[config.mk]
export PLATFORM = sky130hd
export DESIGN_NAME = tccw_ctrl
export DESIGN_NICKNAME = d
export VERILOG_FILES = /design/src/hw/rtl/tccw_pkg.sv /design/src/hw/rtl/tccw_ctrl.sv
export SDC_FILE = /design/constraint.sdc
export NUM_CORES = 1
export LEC_CHECK = 0
export ABC_AREA = 1
export ABC_CLOCK_PERIOD_IN_PS = 1600
export BUFFER_PORTS_ARGS = -buffer_cell sky130_fd_sc_hd__buf_4
export CORE_AREA = 2 2 39 41
export DETAILED_ROUTE_END_ITERATION = 16
export DIE_AREA = 0 0 41 43
export GPL_ROUTABILITY_DRIVEN = 1
export PLACE_DENSITY = 0.34
export SYNTH_ARGS = -nofsm -noshare
export SYNTH_HDL_FRONTEND = slang
export SYNTH_SLANG_ARGS = --single-unit
[constraint.sdc]
create_clock -name clock -period 1.6 [get_ports clock]
set_input_delay 0.32 -clock clock [delete_from_list [all_inputs] [get_ports clock]]
set_output_delay 0.32 -clock clock [all_outputs]
set_load 0.02 [all_outputs]
[src/hw/rtl/tccw_pkg.sv]
// Package for the text console character writer: field widths, character codes,
// state machine type and the command and status structs between controller and datapath.
// Depends on nothing.
package tccw_pkg;

   localparam int COLUMNS_DEFAULT = 80;
   localparam int ROWS_DEFAULT    = 25;

   localparam int FUNC_WIDTH   = 1;
   localparam int CHAR_WIDTH   = 8;
   localparam int INDEX_WIDTH  = 11;
   localparam int VALUE_WIDTH  = 16;
   localparam int COLUMN_WIDTH = 7;
   localparam int ROW_WIDTH    = 5;

   localparam logic [CHAR_WIDTH-1:0] NULL_CHAR      = 8'h00;
   localparam logic [CHAR_WIDTH-1:0] NEWLINE_CHAR   = 8'h0A;
   localparam logic [CHAR_WIDTH-1:0] SPACE_CHAR     = 8'h20;
   localparam logic [CHAR_WIDTH-1:0] CELL_ATTRIBUTE = 8'h07;

   typedef enum logic [FUNC_WIDTH-1:0] {
      FUNC_PUT  = 1'b0,
      FUNC_READ = 1'b1
   } func_type;

   typedef enum logic [1:0] {
      ST_SWEEP,
      ST_IDLE,
      ST_READ
   } state_type;

   typedef struct packed {
      logic put;
      logic read;
      logic load_read;
      logic sweep;
   } cmd_type;

   typedef struct packed {
      logic put_clears;
      logic sweep_last;
   } status_type;

endpackage

[src/hw/rtl/tccw_ctrl.sv]
// Controller for the text console character writer: sequences puts, reads and
// screen sweeps and owns both handshakes. Depends on tccw_pkg.
module tccw_ctrl (
   input  logic                                 clock,
   input  logic                                 reset,
   input  logic                                 req_valid,
   input  logic [tccw_pkg::FUNC_WIDTH-1:0]      req_func,
   output logic                                 req_ready,
   output logic                                 rsp_valid,
   input  logic                                 rsp_ready,
   input  tccw_pkg::status_type                 status,
   output tccw_pkg::cmd_type                    cmd
);
   import tccw_pkg::*;

   state_type state_ff;
   state_type state_in;
   logic      rsp_valid_ff;
   logic      rsp_valid_in;
   logic      accept;
   logic      is_read;

   assign is_read = (req_func == FUNC_READ);
   assign accept  = req_valid && req_ready;

   always_comb begin
      state_in = state_ff;
      unique case (state_ff)
         ST_SWEEP: begin
            if (status.sweep_last) begin
               state_in = ST_IDLE;
            end
         end
         ST_IDLE: begin
            if (accept) begin
               if (is_read) begin
                  state_in = ST_READ;
               end else if (status.put_clears) begin
                  state_in = ST_SWEEP;
               end
            end
         end
         ST_READ: begin
            state_in = ST_IDLE;
         end
         default: begin
            state_in = ST_SWEEP;
         end
      endcase
   end

   always_comb begin
      req_ready     = 1'b0;
      cmd.put       = 1'b0;
      cmd.read      = 1'b0;
      cmd.load_read = 1'b0;
      cmd.sweep     = 1'b0;
      unique case (state_ff)
         ST_SWEEP: begin
            cmd.sweep = 1'b1;
         end
         ST_IDLE: begin
            req_ready = !rsp_valid_ff || rsp_ready;
            cmd.put   = req_valid && req_ready && !is_read;
            cmd.read  = req_valid && req_ready && is_read;
         end
         ST_READ: begin
            cmd.load_read = 1'b1;
         end
         default: begin
            req_ready = 1'b0;
         end
      endcase
   end

   always_comb begin
      if (cmd.put || cmd.load_read) begin
         rsp_valid_in = 1'b1;
      end else if (rsp_ready) begin
         rsp_valid_in = 1'b0;
      end else begin
         rsp_valid_in = rsp_valid_ff;
      end
   end

   always_ff @(posedge clock) begin
      if (reset) begin
         state_ff     <= ST_SWEEP;
         rsp_valid_ff <= 1'b0;
      end else begin
         state_ff     <= state_in;
         rsp_valid_ff <= rsp_valid_in;
      end
   end

   assign rsp_valid = rsp_valid_ff;

endmodule

# [Yosys cells after proc, flatten, opt, wreduce, memory -nomap -nowiden]
# Cells that the tools add are included.
[op_classes] n_reduce_logical=11 eq_ne=5 muxes=11
[ops] operator="2-to-1 mux 2 bit" n=5
[ops] operator="one-hot mux 2 bit (3 select lines)" n=1
[ops] operator="2-to-1 mux 1 bit" n=5
[ops] operator="logical AND 1 bit" n=4
[ops] operator="inequality test 2 bit, second input constant" n=2
[ops] operator="inequality test 3 bit, second input constant" n=1
[ops] operator="AND reduction 3 bit" n=1
[ops] operator="== test 2 x 1 -> 1 bit, second input constant" n=1
[ops] operator="== test 2 bit, second input constant" n=1
[ops] operator="zero test 1 bit" n=2
[ops] operator="zero test 2 bit" n=1
[ops] operator="logical OR 1 bit" n=2
[ops] operator="nonzero test 2 bit" n=1
[word_totals] register_bits=3 out_inout_bits=6

# [Logic depth before layout (Yosys ltp)]
[logic_depth] ltp_word=7 depth_mapped=7

# [Least setup slack after synthesis]
# OpenSTA, ideal clock, no wires.
[synth_timing] kind="register to output" start="register rsp_valid_ff (netlist: rsp_valid)" end="output port cmd[2] (netlist name)" n_path_buf=0 arrival_time_ns=1.025 required_ns=1.280 setup_slack_ns=0.255 stages_incl_launch_ff=6 path_cell_list="dfxtp_1 inv_1 nor2_1 nor2_4 nand2_1 nor2_1"
[synth_lines] item="start: declaration" line_no="tccw_ctrl.sv:18" source="logic rsp_valid_ff;"
[synth_lines] item="start signal: assignment" line_no="tccw_ctrl.sv:92" source="rsp_valid_ff <= rsp_valid_in;"
[synth_lines] item="end: declaration" line_no="tccw_ctrl.sv:12" source="output tccw_pkg::cmd_type cmd"

==> results by group <==
Logic synthesis
  • Cells after Synth: 28
  • Count of cell types in the netlist: 14
  • Syn_area_per_cell: around 6.3 um2
  • Syn Nets: 35
  • Ys Warns: 0
  • Mapped cell area: 178 um2
  • FF+latch count, synth: 3
  • Sequential share of the synthesized area: 0.338

Route
  • DRC Markers: 0
  • DR WL/cell: 7.60 um
  • Post-Route WL: roughly 460 um
  • Via density: ~3.6
  • Iter 0 DRT Violations: 2
  • DRT Pass-1 Iters: 2
  • Vias after detailed routing: about 220
  • Routed Antenna Nets: 0

STA
  • Final setup margin: 0.152 ns
  • Final period util: 0.905
  • Max-slew headroom: 0.868
  • Fmax: 691 MHz
  • RSZ-0062 raised after global routing: false
  • Worst Skew: 0.00340 ns
  • Final Hold Fails: 0
  • Final setup violation count: 0
  • Worst slew pin tran: ~0.20 ns
  • Fin. max-slew vios: 0
  • Final Critical Period: approximately 1.4 ns
  • Fin Setup TNS: 0 ns
  • Hold WS: 0.274 ns

Setup path
  • Arr. time, crit path: 1.13 ns
  • Crit path cell chain: nand2_2 > nor2_4 > nand2_1 > nor2_1 > buf_4
  • Worst stage delay on the critical path: about 0.38 ns
  • Crit Path Category: reg -> out
  • CP delay by family, top: flip-flops
  • Stages on worst setup path: 5
  • Crit Reg-Reg Startpoint: rsp_valid$_SDFFE_PP0P_
  • Critical Path RT: 1.28 ns
  • CP endpoint kind: output port
  • Startpoint types: register
  • CP max stage cell: dfxtp_1
  • Crit Path Max Fanout: 5
  • Origin of the worst setup path: state_ff[0]$_SDFFE_PP0P_
  • WP buf/inv: 1
  • Worst Reg-to-Reg Cells: 7
  • Reg-to-reg slack, setup: ~0.6 ns
  • R2r endpoint: rsp_valid$_SDFFE_PP0P_
  • Crit path to: cmd[2]

Min path
  • Worst hold path startpoint: reset
  • Hold WC Path Type: in -> reg

Global route
  • Largest net degree at the start of global routing: 6
  • Initial antenna violation count: 0
  • Overflow after GRT: 0
  • All-layer global routing usage: 0.0632
  • First-pass GRT wire length: around 740 um
  • Vias in the first global route: approximately 220

Status
  • Status: completed

Floorplanning
  • Core ar.: roughly 1400 um2
  • Ports: 13
  • Rows: 14
  • Initial Utilization: 0.128
  • Die height: approximately 43 um
  • Chip width: between 40 and 50 um
  • Die area: between 1500 and 2000 um2

Placement
  • Pre-CTS WS: 0.338 ns
  • Port bufs: 12
  • Gp weighted congestion: between 0.6 and 0.7

Finish
  • Fillers: between 150 and 200
  • Finished Core Util: 0.227
  • Share of layout cells above drive strength 1: 0.455
  • Commonest cells after routing, fill and taps aside: buf_4, inv_1, nor2_1, nand2_1
  • Ant diodes: 0
  • Commonest non-fill, non-tap cell in the layout: buf_4
  • Layout Nets: 52
  • P&R area growth vs syn: 76.8%

Pwr
  • Pwr dens: 884 nW/um2
  • VDD IR-drop max: between 0.0003 and 0.0004 V
  • P_leak: approximately 0.16 nW

Job
  • Maxcap violations: 0

CTS
  • Worst-path clk slew: about 0.04 ns
  • CTS tree: yes
  • CTS resizes: 0
  • # hold bufs at CTS: 0
  • Clock Tree Root: clkbuf_4
  • Htree depth: 1
  • Clk sinks: 3
  • Clock Latency Late Sink: between 0.2 and 0.25 ns
  • Clock Path Buffers: 2
  • CTS Buf Count: 3
  • Post CTS Setup Buffer Count: 0
-- synth_stat cells (all sizes together) --
cell type,n,area share
o21ai,1,0.028
inv,7,0.15
nor3,1,0.028
dfxtp,3,0.34
a21oi,1,0.028
nand3,1,0.028
nand2,5,0.12
nand4,1,0.035
o21bai,1,0.042
nor2,7,0.20
-- worst min path at each step --
| stage | slack [ns] | end | cells past startpoint |
|---|---|---|---|
| 2_1_floorplan | 0.39 | rsp_valid$_SDFFE_PP0P_ | 1 |
| 3_3_place_gp | 0.51 | rsp_valid$_SDFFE_PP0P_ | 2 |
| 3_5_place_dp | 0.51 | rsp_valid$_SDFFE_PP0P_ | 2 |
| 4_1_cts | 0.27 | rsp_valid$_SDFFE_PP0P_ | 2 |
| 5_1_grt | 0.27 | rsp_valid$_SDFFE_PP0P_ | 2 |
| 6_report | 0.27 | rsp_valid$_SDFFE_PP0P_ | 2 |
-- cell type report --
cell class                 instances  area [um2]  share of cell area
multi-input combinational         18        91.3               0.291
timing repair buffer              12        90.1               0.287
sequential                         3        60.1               0.191
clock buffer                       4        26.3              0.0837
inverter                           7        26.3              0.0837
tap                               16        20.0              0.0637
-- power breakdown --
group	leakage, nW	switching, mW	internal (mW)
clock network	0.0150	0.0365	0.0932
registers	0.0246	0.00427	0.0795
logic	0.124	0.0332	0.0308
total	0.164	0.0740	0.204
-- through the flow --
step / cells / area, um2 / total power, mW
3_3_place_gp: 56 / 288 / 0.151
2_1_floorplan: 28 / 178 / 0.119
4_1_cts: 60 / 314 / 0.284
6_report: 60 / 314 / 0.278
3_5_place_dp: 56 / 288 / 0.150
5_1_grt: 60 / 314 / 0.294
-- registers in the layout, summed over array words and instances (netlist names) --
register	count
rsp_valid	1
state_ff	2
-- per-layer routing --
metal / vias to the layer above / share of wire / track usage
li1: 116 / - / -
met1: 94 / 0.42 / 0.0673
met2: 8 / 0.51 / 0.0938
met3: 0 / 0.068 / 0.0314
met4: 0 / 0 / 0.0400
met5: - / 0 / 0
-- cells by family (layout without fill, tap and decap cells) --
group | Yosys count | in the layout | synth area share
compound gates | 3 | 3 | 0.0986
buf+inv | 7 | 23 | 0.148
flops | 3 | 3 | 0.338
simple gates | 15 | 15 | 0.415
No activity file was read; power rests on OpenSTA's default activity.
